[src/hw/rtl/cpvf_pkg.sv]
// Shared types and constants of the cam phase velocity filter.
// Holds the sequencer states, register indexes and the divider request and response.
// No dependencies.
package cpvf_pkg;

	localparam int FIELD_W = 16;
	localparam int VEL_W   = 14;
	localparam int MEM_W   = 32;
	localparam int Q16_SHIFT = 16;

	localparam int VEL_MAX        = 5333;
	localparam int LIM_NUM        = 2667;
	localparam int LIM_DEN_PERIOD = 156250;
	localparam int LIM_DEN_TOOTH  = 64000;
	localparam int SCALE_PERIOD   = 312500;
	localparam int SCALE_TOOTH    = 128000;

	// Shared divider: quotient known to stay below 2**DIV_QUO_W.
	localparam int DIV_NUM_W = 35;
	localparam int DIV_QUO_W = 17;
	localparam int DIV_DEN_W = DIV_NUM_W - DIV_QUO_W + 1;
	localparam int DIV_CNT_W = $clog2(DIV_QUO_W + 1);

	localparam logic [1:0] REG_PERIOD_MODE = 2'd0;
	localparam logic [1:0] REG_TAU_FIRST   = 2'd1;
	localparam logic [1:0] REG_TAU_SECOND  = 2'd2;
	localparam logic [1:0] REG_SPEED_LIMIT = 2'd3;

	typedef enum logic [3:0] {
		ST_IDLE,
		ST_VEL_CHECK,
		ST_VEL_START,
		ST_VEL_WAIT,
		ST_STAGE,
		ST_GAIN_START,
		ST_GAIN_WAIT,
		ST_MUL,
		ST_ACC,
		ST_OUT
	} state_t;

	typedef struct packed {
		logic                 start;
		logic [DIV_NUM_W-1:0] num;
		logic [DIV_DEN_W-1:0] den;
	} div_req_t;

	typedef struct packed {
		logic                 done;
		logic [DIV_QUO_W-1:0] quot;
	} div_rsp_t;

endpackage

[src/hw/rtl/cam_phase_velocity_filter_core.sv]
// Cam phase velocity filter: top level with sequencer, filter datapath and output register.
// Depends on cpvf_pkg and instantiates the shared divider cpvf_div.
// Compute item: after the input transfer come the velocity check and divide, then each filter
// stage in turn (active or bypassed), then the output load; an invalidate goes straight to the load.
// The input stays stalled until the cycle after the result loads, so a new item waits for the last.
// Reset clears the velocity state and the filter memories and sets speed_limit to all ones.
module cam_phase_velocity_filter_core (
	input  logic                                clk,
	input  logic                                arst_n,
	// configuration
	input  logic                                cfg_write,
	input  logic [1:0]                          cfg_index,
	input  logic [cpvf_pkg::FIELD_W-1:0]        cfg_data,
	// input channel
	input  logic                                in_valid,
	output logic                                in_stall,
	input  logic                                op,
	input  logic [cpvf_pkg::FIELD_W-1:0]        position,
	input  logic [cpvf_pkg::FIELD_W-1:0]        prev_position,
	input  logic [cpvf_pkg::FIELD_W-1:0]        engine_period,
	input  logic [cpvf_pkg::FIELD_W-1:0]        tooth_time,
	// output channel
	output logic                                out_valid,
	input  logic                                out_stall,
	output logic signed [cpvf_pkg::VEL_W-1:0]   raw_velocity,
	output logic signed [cpvf_pkg::VEL_W-1:0]   filtered_velocity,
	output logic                                out_of_range
);
	import cpvf_pkg::*;

	localparam int DIFF_W  = FIELD_W + 1;
	localparam int DELTA_W = MEM_W + 1;
	localparam int PROD_W  = DELTA_W + DIV_QUO_W + 1;
	localparam int LIM_W   = 34;
	localparam int SCALE_W = 19;

	// Truncate a Q16 value toward zero and clamp it to the velocity range.
	function automatic logic signed [VEL_W-1:0] q16_to_vel(input logic signed [MEM_W-1:0] m);
		logic signed [MEM_W-1:0]           adj;
		logic signed [MEM_W-Q16_SHIFT-1:0] t;
		logic signed [VEL_W-1:0]           r;
		adj = m[MEM_W-1] ? m + MEM_W'((1 << Q16_SHIFT) - 1) : m;
		t   = adj[MEM_W-1:Q16_SHIFT];
		if (int'(t) > VEL_MAX) begin
			r = VEL_W'(VEL_MAX);
		end else if (int'(t) < -VEL_MAX) begin
			r = VEL_W'(-VEL_MAX);
		end else begin
			r = VEL_W'(t);
		end
		return r;
	endfunction

	// Configuration registers.
	logic               period_mode_q;
	logic [FIELD_W-1:0] tau1_q;
	logic [FIELD_W-1:0] tau2_q;
	logic [FIELD_W-1:0] speed_limit_q;

	// Architectural state.
	state_t                   state_q, state_d;
	logic                     vel_valid_q;
	logic signed [VEL_W-1:0]  held_q;
	logic signed [MEM_W-1:0]  mem1_q;
	logic signed [MEM_W-1:0]  mem2_q;
	logic                     stage_q;

	// Working registers of the current item.
	logic signed [DIFF_W-1:0]  diff_q;
	logic [FIELD_W-1:0]        divisor_q;
	logic [FIELD_W-1:0]        tooth_q;
	logic [DIV_QUO_W-1:0]      gain_q;
	logic signed [DELTA_W-1:0] delta_q;
	logic signed [PROD_W-1:0]  prod_q;

	// Output register.
	logic                     out_valid_q;
	logic signed [VEL_W-1:0]  raw_out_q;
	logic signed [VEL_W-1:0]  filt_out_q;
	logic                     oor_out_q;

	div_req_t div_req;
	div_rsp_t div_rsp;

	logic                      in_fire;
	logic                      out_free;
	logic                      load_out;
	logic signed [DIFF_W-1:0]  diff_d;
	logic [DIFF_W-1:0]         diff_abs;
	logic [FIELD_W-1:0]        mag;
	logic [LIM_W-1:0]          lim_lhs;
	logic [LIM_W-1:0]          lim_rhs;
	logic                      over_limit;
	logic                      sat_taken;
	logic signed [VEL_W-1:0]   sat_vel;
	logic [SCALE_W-1:0]        scale;
	logic [DIV_NUM_W-1:0]      vel_num;
	logic signed [VEL_W-1:0]   div_mag;
	logic signed [VEL_W-1:0]   div_vel;
	logic [FIELD_W-1:0]        tau_sel;
	logic signed [VEL_W-1:0]   s1_vel;
	logic signed [VEL_W-1:0]   stage_in;
	logic signed [MEM_W-1:0]   stage_in_q16;
	logic signed [MEM_W-1:0]   mem_sel;
	logic signed [DELTA_W-1:0] delta_d;
	logic signed [PROD_W-1:0]  prod_adj;
	logic signed [DELTA_W+1:0] mem_sum;
	logic signed [MEM_W-1:0]   mem_new;
	logic signed [VEL_W-1:0]   filt_now;
	logic [VEL_W-1:0]          filt_abs;

	cpvf_div u_div (
		.clk    (clk),
		.arst_n (arst_n),
		.req    (div_req),
		.rsp    (div_rsp)
	);

	assign in_fire  = in_valid && !in_stall;
	assign out_free = !out_valid_q || !out_stall;

	// The phase difference is formed at the input transfer.
	assign diff_d = $signed({1'b0, position}) - $signed({1'b0, prev_position});

	// Velocity range check: |diff| > floor(2667*d/K) is the same as
	// |diff|*K > 2667*d for an integer |diff|, so no division is needed.
	assign diff_abs   = diff_q[DIFF_W-1] ? DIFF_W'(-diff_q) : DIFF_W'(diff_q);
	assign mag        = diff_abs[FIELD_W-1:0];
	assign lim_lhs    = period_mode_q ? LIM_W'(mag) * LIM_W'(LIM_DEN_PERIOD)
	                                  : LIM_W'(mag) * LIM_W'(LIM_DEN_TOOTH);
	assign lim_rhs    = LIM_W'(divisor_q) * LIM_W'(LIM_NUM);
	assign over_limit = lim_lhs > lim_rhs;
	assign sat_taken  = (divisor_q == '0) || over_limit;

	// A zero divisor saturates by diff >= 0, an overrange diff by diff > 0.
	// An overrange diff is never zero, so the sign bit decides both.
	assign sat_vel = diff_q[DIFF_W-1] ? VEL_W'(-VEL_MAX) : VEL_W'(VEL_MAX);

	// The division works on magnitudes; truncation toward zero follows
	// from negating the quotient afterwards.
	assign scale   = period_mode_q ? SCALE_W'(SCALE_PERIOD) : SCALE_W'(SCALE_TOOTH);
	assign vel_num = DIV_NUM_W'(mag) * DIV_NUM_W'(scale);
	assign div_mag = (div_rsp.quot > DIV_QUO_W'(VEL_MAX)) ? VEL_W'(VEL_MAX)
	                                                       : VEL_W'(div_rsp.quot);
	assign div_vel = diff_q[DIFF_W-1] ? -div_mag : div_mag;

	// Filter stage datapath, shared by both stages under stage_q.
	assign tau_sel      = stage_q ? tau2_q : tau1_q;
	assign s1_vel       = q16_to_vel(mem1_q);
	assign stage_in     = stage_q ? s1_vel : held_q;
	assign stage_in_q16 = $signed({{(MEM_W - Q16_SHIFT - VEL_W){stage_in[VEL_W-1]}},
	                               stage_in, {Q16_SHIFT{1'b0}}});
	assign mem_sel      = stage_q ? mem2_q : mem1_q;
	assign delta_d      = DELTA_W'(stage_in_q16) - DELTA_W'(mem_sel);

	// Scale the product back from Q16 with truncation toward zero.
	assign prod_adj = prod_q[PROD_W-1] ? prod_q + PROD_W'((1 << Q16_SHIFT) - 1) : prod_q;
	assign mem_sum  = (DELTA_W+2)'(mem_sel) + (DELTA_W+2)'(prod_adj[PROD_W-1:Q16_SHIFT]);
	assign mem_new  = mem_sum[MEM_W-1:0];

	// The filtered output always follows the second stage memory, also when
	// that stage is bypassed, because the bypass reloads it with the input.
	assign filt_now = q16_to_vel(mem2_q);
	assign filt_abs = filt_now[VEL_W-1] ? VEL_W'(-filt_now) : VEL_W'(filt_now);

	// Next state.
	always_comb begin
		state_d = state_q;
		unique case (state_q)
			ST_IDLE: begin
				if (in_fire) begin
					if (op) begin
						state_d = ST_OUT;
					end else if (vel_valid_q) begin
						state_d = ST_VEL_CHECK;
					end else begin
						state_d = ST_STAGE;
					end
				end
			end
			ST_VEL_CHECK: begin
				state_d = sat_taken ? ST_STAGE : ST_VEL_START;
			end
			ST_VEL_START: begin
				state_d = ST_VEL_WAIT;
			end
			ST_VEL_WAIT: begin
				if (div_rsp.done) begin
					state_d = ST_STAGE;
				end
			end
			ST_STAGE: begin
				if (tau_sel != '0) begin
					state_d = ST_GAIN_START;
				end else if (stage_q) begin
					state_d = ST_OUT;
				end
			end
			ST_GAIN_START: begin
				state_d = ST_GAIN_WAIT;
			end
			ST_GAIN_WAIT: begin
				if (div_rsp.done) begin
					state_d = ST_MUL;
				end
			end
			ST_MUL: begin
				state_d = ST_ACC;
			end
			ST_ACC: begin
				state_d = stage_q ? ST_OUT : ST_STAGE;
			end
			ST_OUT: begin
				if (out_free) begin
					state_d = ST_IDLE;
				end
			end
			default: begin
				state_d = ST_IDLE;
			end
		endcase
	end

	// Sequencer outputs: handshake and divider requests.
	always_comb begin
		in_stall      = 1'b1;
		load_out      = 1'b0;
		div_req.start = 1'b0;
		div_req.num   = DIV_NUM_W'({tooth_q, {Q16_SHIFT{1'b0}}});
		div_req.den   = DIV_DEN_W'({tau_sel, 2'b00}) + DIV_DEN_W'(tooth_q);
		unique case (state_q)
			ST_IDLE: begin
				in_stall = 1'b0;
			end
			ST_VEL_START: begin
				div_req.start = 1'b1;
				div_req.num   = vel_num;
				div_req.den   = DIV_DEN_W'(divisor_q);
			end
			ST_GAIN_START: begin
				// gain = tooth*65536 / (4*tau + tooth); a zero tooth time
				// gives a zero gain without a special case.
				div_req.start = 1'b1;
			end
			ST_OUT: begin
				load_out = out_free;
			end
			default: begin
				in_stall = 1'b1;
			end
		endcase
	end

	// Control and architectural state.
	always_ff @(posedge clk or negedge arst_n) begin
		if (!arst_n) begin
			period_mode_q <= 1'b0;
			tau1_q        <= '0;
			tau2_q        <= '0;
			speed_limit_q <= '1;
			state_q       <= ST_IDLE;
			vel_valid_q   <= 1'b0;
			held_q        <= '0;
			mem1_q        <= '0;
			mem2_q        <= '0;
			stage_q       <= 1'b0;
			out_valid_q   <= 1'b0;
		end else begin
			if (cfg_write) begin
				unique case (cfg_index)
					REG_PERIOD_MODE: period_mode_q <= cfg_data[0];
					REG_TAU_FIRST:   tau1_q        <= cfg_data;
					REG_TAU_SECOND:  tau2_q        <= cfg_data;
					REG_SPEED_LIMIT: speed_limit_q <= cfg_data;
				endcase
			end

			state_q <= state_d;

			if (in_fire) begin
				// A compute step leaves the flag set, an invalidate clears it.
				vel_valid_q <= !op;
				stage_q     <= 1'b0;
			end

			if (state_q == ST_VEL_CHECK && sat_taken) begin
				held_q <= sat_vel;
			end
			if (state_q == ST_VEL_WAIT && div_rsp.done) begin
				held_q <= div_vel;
			end

			// A bypassed stage passes its input and reloads its memory.
			if (state_q == ST_STAGE && tau_sel == '0) begin
				if (stage_q) begin
					mem2_q <= stage_in_q16;
				end else begin
					mem1_q  <= stage_in_q16;
					stage_q <= 1'b1;
				end
			end
			if (state_q == ST_ACC) begin
				if (stage_q) begin
					mem2_q <= mem_new;
				end else begin
					mem1_q  <= mem_new;
					stage_q <= 1'b1;
				end
			end

			if (load_out) begin
				out_valid_q <= 1'b1;
			end else if (out_valid_q && !out_stall) begin
				out_valid_q <= 1'b0;
			end
		end
	end

	// Working and output payload registers.
	always_ff @(posedge clk) begin
		if (in_fire) begin
			diff_q    <= diff_d;
			divisor_q <= period_mode_q ? engine_period : tooth_time;
			tooth_q   <= tooth_time;
		end
		if (state_q == ST_GAIN_WAIT && div_rsp.done) begin
			gain_q  <= div_rsp.quot;
			delta_q <= delta_d;
		end
		if (state_q == ST_MUL) begin
			prod_q <= delta_q * $signed({1'b0, gain_q});
		end
		if (load_out) begin
			raw_out_q  <= held_q;
			filt_out_q <= filt_now;
			oor_out_q  <= FIELD_W'(filt_abs) > speed_limit_q;
		end
	end

	assign out_valid         = out_valid_q;
	assign raw_velocity      = raw_out_q;
	assign filtered_velocity = filt_out_q;
	assign out_of_range      = oor_out_q;

endmodule

[src/hw/rtl/cpvf_div.sv]
// Shared restoring divider, one quotient bit per cycle.
// Depends on cpvf_pkg for widths and the request and response structs.
module cpvf_div (
	input  logic               clk,
	input  logic               arst_n,
	input  cpvf_pkg::div_req_t req,
	output cpvf_pkg::div_rsp_t rsp
);
	import cpvf_pkg::*;

	logic [DIV_DEN_W-1:0] rem_q;
	logic [DIV_DEN_W-1:0] den_q;
	logic [DIV_QUO_W-1:0] num_lo_q;
	logic [DIV_QUO_W-1:0] quot_q;
	logic [DIV_CNT_W-1:0] cnt_q;
	logic                 done_q;
	logic [DIV_DEN_W:0]   trial;
	logic                 fits;

	// The caller guarantees the quotient fits, so the upper numerator bits
	// start out below the divisor.
	assign trial = {rem_q, num_lo_q[DIV_QUO_W-1]};
	assign fits  = trial >= {1'b0, den_q};

	always_ff @(posedge clk or negedge arst_n) begin
		if (!arst_n) begin
			cnt_q  <= '0;
			done_q <= 1'b0;
		end else begin
			done_q <= 1'b0;
			if (req.start) begin
				cnt_q <= DIV_CNT_W'(DIV_QUO_W);
			end else if (cnt_q != '0) begin
				cnt_q <= cnt_q - 1'b1;
				if (cnt_q == DIV_CNT_W'(1)) begin
					done_q <= 1'b1;
				end
			end
		end
	end

	always_ff @(posedge clk) begin
		if (req.start) begin
			rem_q    <= DIV_DEN_W'(req.num >> DIV_QUO_W);
			num_lo_q <= req.num[DIV_QUO_W-1:0];
			den_q    <= req.den;
		end else if (cnt_q != '0) begin
			rem_q    <= fits ? DIV_DEN_W'(trial - {1'b0, den_q}) : trial[DIV_DEN_W-1:0];
			num_lo_q <= num_lo_q << 1;
			quot_q   <= {quot_q[DIV_QUO_W-2:0], fits};
		end
	end

	assign rsp.done = done_q;
	assign rsp.quot = quot_q;

endmodule
[config.mk]
export PLATFORM = sky130hd
export DESIGN_NAME = cam_phase_velocity_filter_core
export DESIGN_NICKNAME = d
export VERILOG_FILES = /design/src/hw/rtl/cpvf_pkg.sv /design/src/hw/rtl/cam_phase_velocity_filter_core.sv /design/src/hw/rtl/cpvf_div.sv
export SDC_FILE = /design/constraint.sdc
export NUM_CORES = 2
export LEC_CHECK = 0
export ABC_AREA = 0
export BUFFER_PORTS_ARGS = -buffer_cell sky130_fd_sc_hd__buf_4
export CAP_MARGIN = 15
export CORE_MARGIN = 3
export CORE_UTILIZATION = 40
export CTS_CLUSTER_DIAMETER = 50
export DETAILED_ROUTE_END_ITERATION = 12
export HOLD_SLACK_MARGIN = 0.06
export SLEW_MARGIN = 20
export SYNTH_ARGS = -nofsm -noshare
export SYNTH_HDL_FRONTEND = slang
export SYNTH_HIERARCHICAL = 1
export SYNTH_SLANG_ARGS = --single-unit
[constraint.sdc]
create_clock -name clk -period 16.45 [get_ports clk]
set_input_delay 0.8225 -clock clk [delete_from_list [all_inputs] [get_ports clk]]
set_output_delay 0.8225 -clock clk [all_outputs]
set_load 0.05 [all_outputs]
==> load_flow_metrics.sql <==
INSERT INTO impl_metrics (metric_group, metric, value, unit) VALUES
('critical_path', 'setup.worst_path.end', 'held_q[6]', ''),
('route', 'drt_first_iter_violations', '2920', ''),
('clock_network', 'htree_levels', '2', ''),
('logic_synthesis', 'synth.yosys.seq_area_share', '18.1', '%'),
('route', 'vias_per_cell', '5.32', ''),
('sta', 'final.hold.worst_slack', '0.203', 'ns'),
('finish', 'final.fill_count', '14600', ''),
('clock_network', 'clkTransAtPathRegs', '0.06', 'ns'),
('critical_path', 'worstRegToRegCells', '33', ''),
('sta', 'rsz0062_at_grt', 'false', ''),
('sta', 'clock-skew-final', '0.0507', 'ns'),
('clock_network', 'cts_post_setup_buffers_inserted', '0', ''),
('critical_path', 'timing.rr.start', 'diff_q[0]', ''),
('placed_design', 'dpl.hpwl', '137000', 'um'),
('critical_path', 'crit_path_start', 'diff_q[0]', ''),
('critical_path', 'critical-path-max-stage-delay', '0.69', 'ns'),
('finish', 'num-nets-final', '8063', ''),
('critical_path', 'critical_path_capture_point_type', 'register', ''),
('floorplan', 'num_io_pins', '119', ''),
('clock_network', 'tritoncts_clock_tree', 'done', ''),
('clock_network', 'clock-root-buffer', 'clkbuf_16', ''),
('floorplan', 'floorplan.die.width', '395', 'um'),
('floorplan', 'core', '150000', 'um^2'),
('floorplan', 'placementRows', '142', ''),
('critical_path', 'rrSetupSlack', '5.67', 'ns'),
('logic_synthesis', 'synth-warning-count', '6', ''),
('logic_synthesis', 'syn_inst_count', '6401', ''),
('logic_synthesis', 'synthDominantAreaCellType', 'fa_1', ''),
('sta', 'final_min_period_over_clock_period', '65.5', '%'),
('logic_synthesis', 'synth.ff_latch_count', '389', ''),
('route', 'drt_pre_antenna_iters', '6', ''),
('floorplan', 'die_area', '156000', 'um^2'),
('clock_network', 'clk_path_buf_depth', '3', ''),
('clock_network', 'cts_num_sinks', '389', ''),
('critical_path', 'worstPathArrival', '11.27', 'ns'),
('floorplan', 'initial_utilization', '40.4', '%'),
('logic_synthesis', 'ys_types', '116', ''),
('sta', 'totalNegativeSetupSlack', '0', 'ns'),
('critical_path', 'crit-reg2reg-capture', 'held_q[6]', ''),
('grt', 'wire_length_of_the_first_global_routing_pass', '272000', 'um'),
('logic_synthesis', 'synthTopCellsByCount', 'inv_1 (1217), fa_1 (824), ha_1 (705)', ''),
('logic_synthesis', 'netlist_top_cells_area', 'fa_1 (27%), ha_1 (15%), edfxtp_1 (12%), inv_1 (7.5%), dfrtp_1 (5.1%)', ''),
('sta', 'finalSetupViolations', '0', ''),
('grt', 'grtUsageTotal', '22.1', '%'),
('sta', 'clock.fmax', '92.8', 'MHz'),
('sta', 'slew_headroom', '26.1', '%'),
('sta', 'finalMaxSlewViolations', '0', ''),
('sta', 'hold_viol', '0', ''),
('grt', 'grt_pass1_vias', '47200', ''),
('logic_synthesis', 'synth_largest_type_area_fraction', '27.2', '%'),
('critical_path', 'worst_setup_path_start_kind', 'register', ''),
('clock_network', 'postCtsResizedCells', '0', ''),
('critical_path', 'crit_slowest_cell', 'edfxtp_1', ''),
('clock_network', 'cts_made_buffers', '57', ''),
('placed_design', 'globalplace.congestion', '0.925', ''),
('logic_synthesis', 'number_of_synthesized_flops_with_an_enable_pin', '248', ''),
('logic_synthesis', 'postSynth.topFlopCell', 'edfxtp_1', ''),
('sta', 'worstMarginPinSlew', '1.11', 'ns'),
('logic_synthesis', 'synth.cell_area', '60600', 'um^2'),
('job', 'max_capacitance_violation_count', '0', ''),
('route', 'drt.antenna.violating_nets', '0', ''),
('route', 'finalWirelength', '172000', 'um'),
('route', 'avgRoutedWirePerCell', '20.2', 'um'),
('run_status', 'outcome', 'finished, final reports clean', ''),
('route', 'detailroute.via_count', '45300', ''),
('logic_synthesis', 'syn-mean-instance-area', '9.46', 'um^2'),
('grt', 'grt_antenna_before_repair', '1', ''),
('route', 'drc', '0', ''),
('clock_network', 'hold_buffer_count_at_cts', '0', ''),
('finish', 'post_route_cells_drive_above_1_share', '7.91', '%'),
('finish', 'diodes', '0', ''),
('clock_network', 'clock_insertion_delay_worst_skew', '0.68', 'ns'),
('grt', 'grt-ovfl-total', '0', ''),
('logic_synthesis', 'postSynth.asyncResetShare', '36.0', '%'),
('grt', 'largest_net_degree_at_the_start_of_global_routing', '74', ''),
('critical_path', 'timing_worst_setup_path_type', 'reg -> reg', ''),
('placed_design', 'port_buffers', '118', ''),
('critical_path', 'critical_path_peak_fanout', '15', ''),
('hold_path', 'hold_path.class', 'in -> async', ''),
('finish', 'syn_to_final_growth', '8.33', '%'),
('logic_synthesis', 'dominant_cell_by_count_in_the_synthesized_netlist', 'inv_1', ''),
('critical_path', 'critical_path_required', '16.94', 'ns'),
('floorplan', 'dieHeight', '395', 'um'),
('sta', 'fin_crit', '10.78', 'ns');
[worst min path at each step]
stage,slack [ns],to,cells after the start
after CTS,0.18,state_q[2],1
after global routing,0.23,mem2_q[1],1
final,0.20,mem2_q[2],1
after detailed placement,0.44,gain_q[16],0
after global placement,0.44,gain_q[16],0
after floorplan,0.42,gain_q[16],0
[worst max-delay path: cells and delay by family (launching register included)]
kind | cells | cell delay (ns)
compound gates | 7 | 1.77
xor+xnor | 3 | 0.72
fa+ha+maj | 8 | 3.69
buf+inv | 4 | 0.51
flops | 1 | 0.69
mux | 1 | 0.28
simple gates | 10 | 2.91
[layout make-up]
cell class	instances	area [um^2]	area share, %
multi-input combinational	4602	44300	67.4
sequential	389	11000	16.8
inverter	1220	4580	6.98
tap	2016	2520	3.84
clock buffer	62	1470	2.23
timing repair buffer	176	1330	2.02
clock inverter	45	483	0.736
[registers in the layout, indices dropped and copies added (netlist names), 16 cells and up]
| register | cells |
|---|---|
| u_div/num_lo_q | 17 |
| u_div/quot_q | 17 |
| gain_q | 17 |
| speed_limit_q | 16 |
| mem1_q | 32 |
| prod_q | 49 |
| tau1_q | 16 |
| mem2_q | 32 |
| u_div/rem_q | 19 |
| divisor_q | 16 |
| tau2_q | 16 |
| tooth_q | 16 |
| delta_q | 33 |
| diff_q | 17 |
| u_div/den_q | 19 |
[cell usage in the layout, fill, tap and decap left out, drive strengths merged, types with 19 or more instances in the layout]
master,count
o21ai,219
o21bai,26
xnor2,193
inv,1232
buf,176
edfxtp,248
a22oi,19
nor2b,46
nand2,610
nor2,269
mux2i,28
o211ai,37
nand2b,48
or3,20
o31ai,24
a21oi,263
or2,28
a31oi,39
clkbuf,62
mux2,132
ha,705
a21o,91
nand3,118
o21a,51
fa,824
nor4,25
dfrtp,124
xor2,114
a211oi,22
and2,241
nor3,74
nand4,39
and3,35
o22ai,20
clkinv,27
[metrics by stage]
stage / setup WS, ns / utilization, % / instances / cell area, um^2
2_1_floorplan: 7.27 / - / 6407 / 60600
3_3_place_gp: 5.83 / 42.4 / 8403 / 63700
3_5_place_dp: 5.73 / 42.4 / 8403 / 63700
4_1_cts: 5.64 / 43.7 / 8510 / 65600
5_1_grt: 4.98 / 43.7 / 8510 / 65600
6_report: 5.67 / 43.7 / 8510 / 65600
[layer usage]
| metal | global-route usage [%] | wire length, um | vias up |
|---|---|---|---|
| met5 | 0 | 12 | - |
| met4 | 7.23 | 6140 | 2 |
| met3 | 2.21 | 8540 | 264 |
| met2 | 37.2 | 82100 | 1254 |
| met1 | 30.0 | 74800 | 22700 |
| li1 | - | - | 21100 |
[logic make-up after synthesis]
family          count (synthesis)  share of synthesized area (%)
compound gates                993                           10.8
mux                           160                           2.92
simple gates                 1605                           12.9
buf+inv                      1416                           8.90
other cells                     2                         0.0124
xor+xnor                      307                           4.46
flops                         389                           18.1
fa+ha+maj                    1529                           41.8
Power is left out: the tool's default activity adds up to more than one toggle a clock period on the data nets, which glitch-free logic cannot reach.
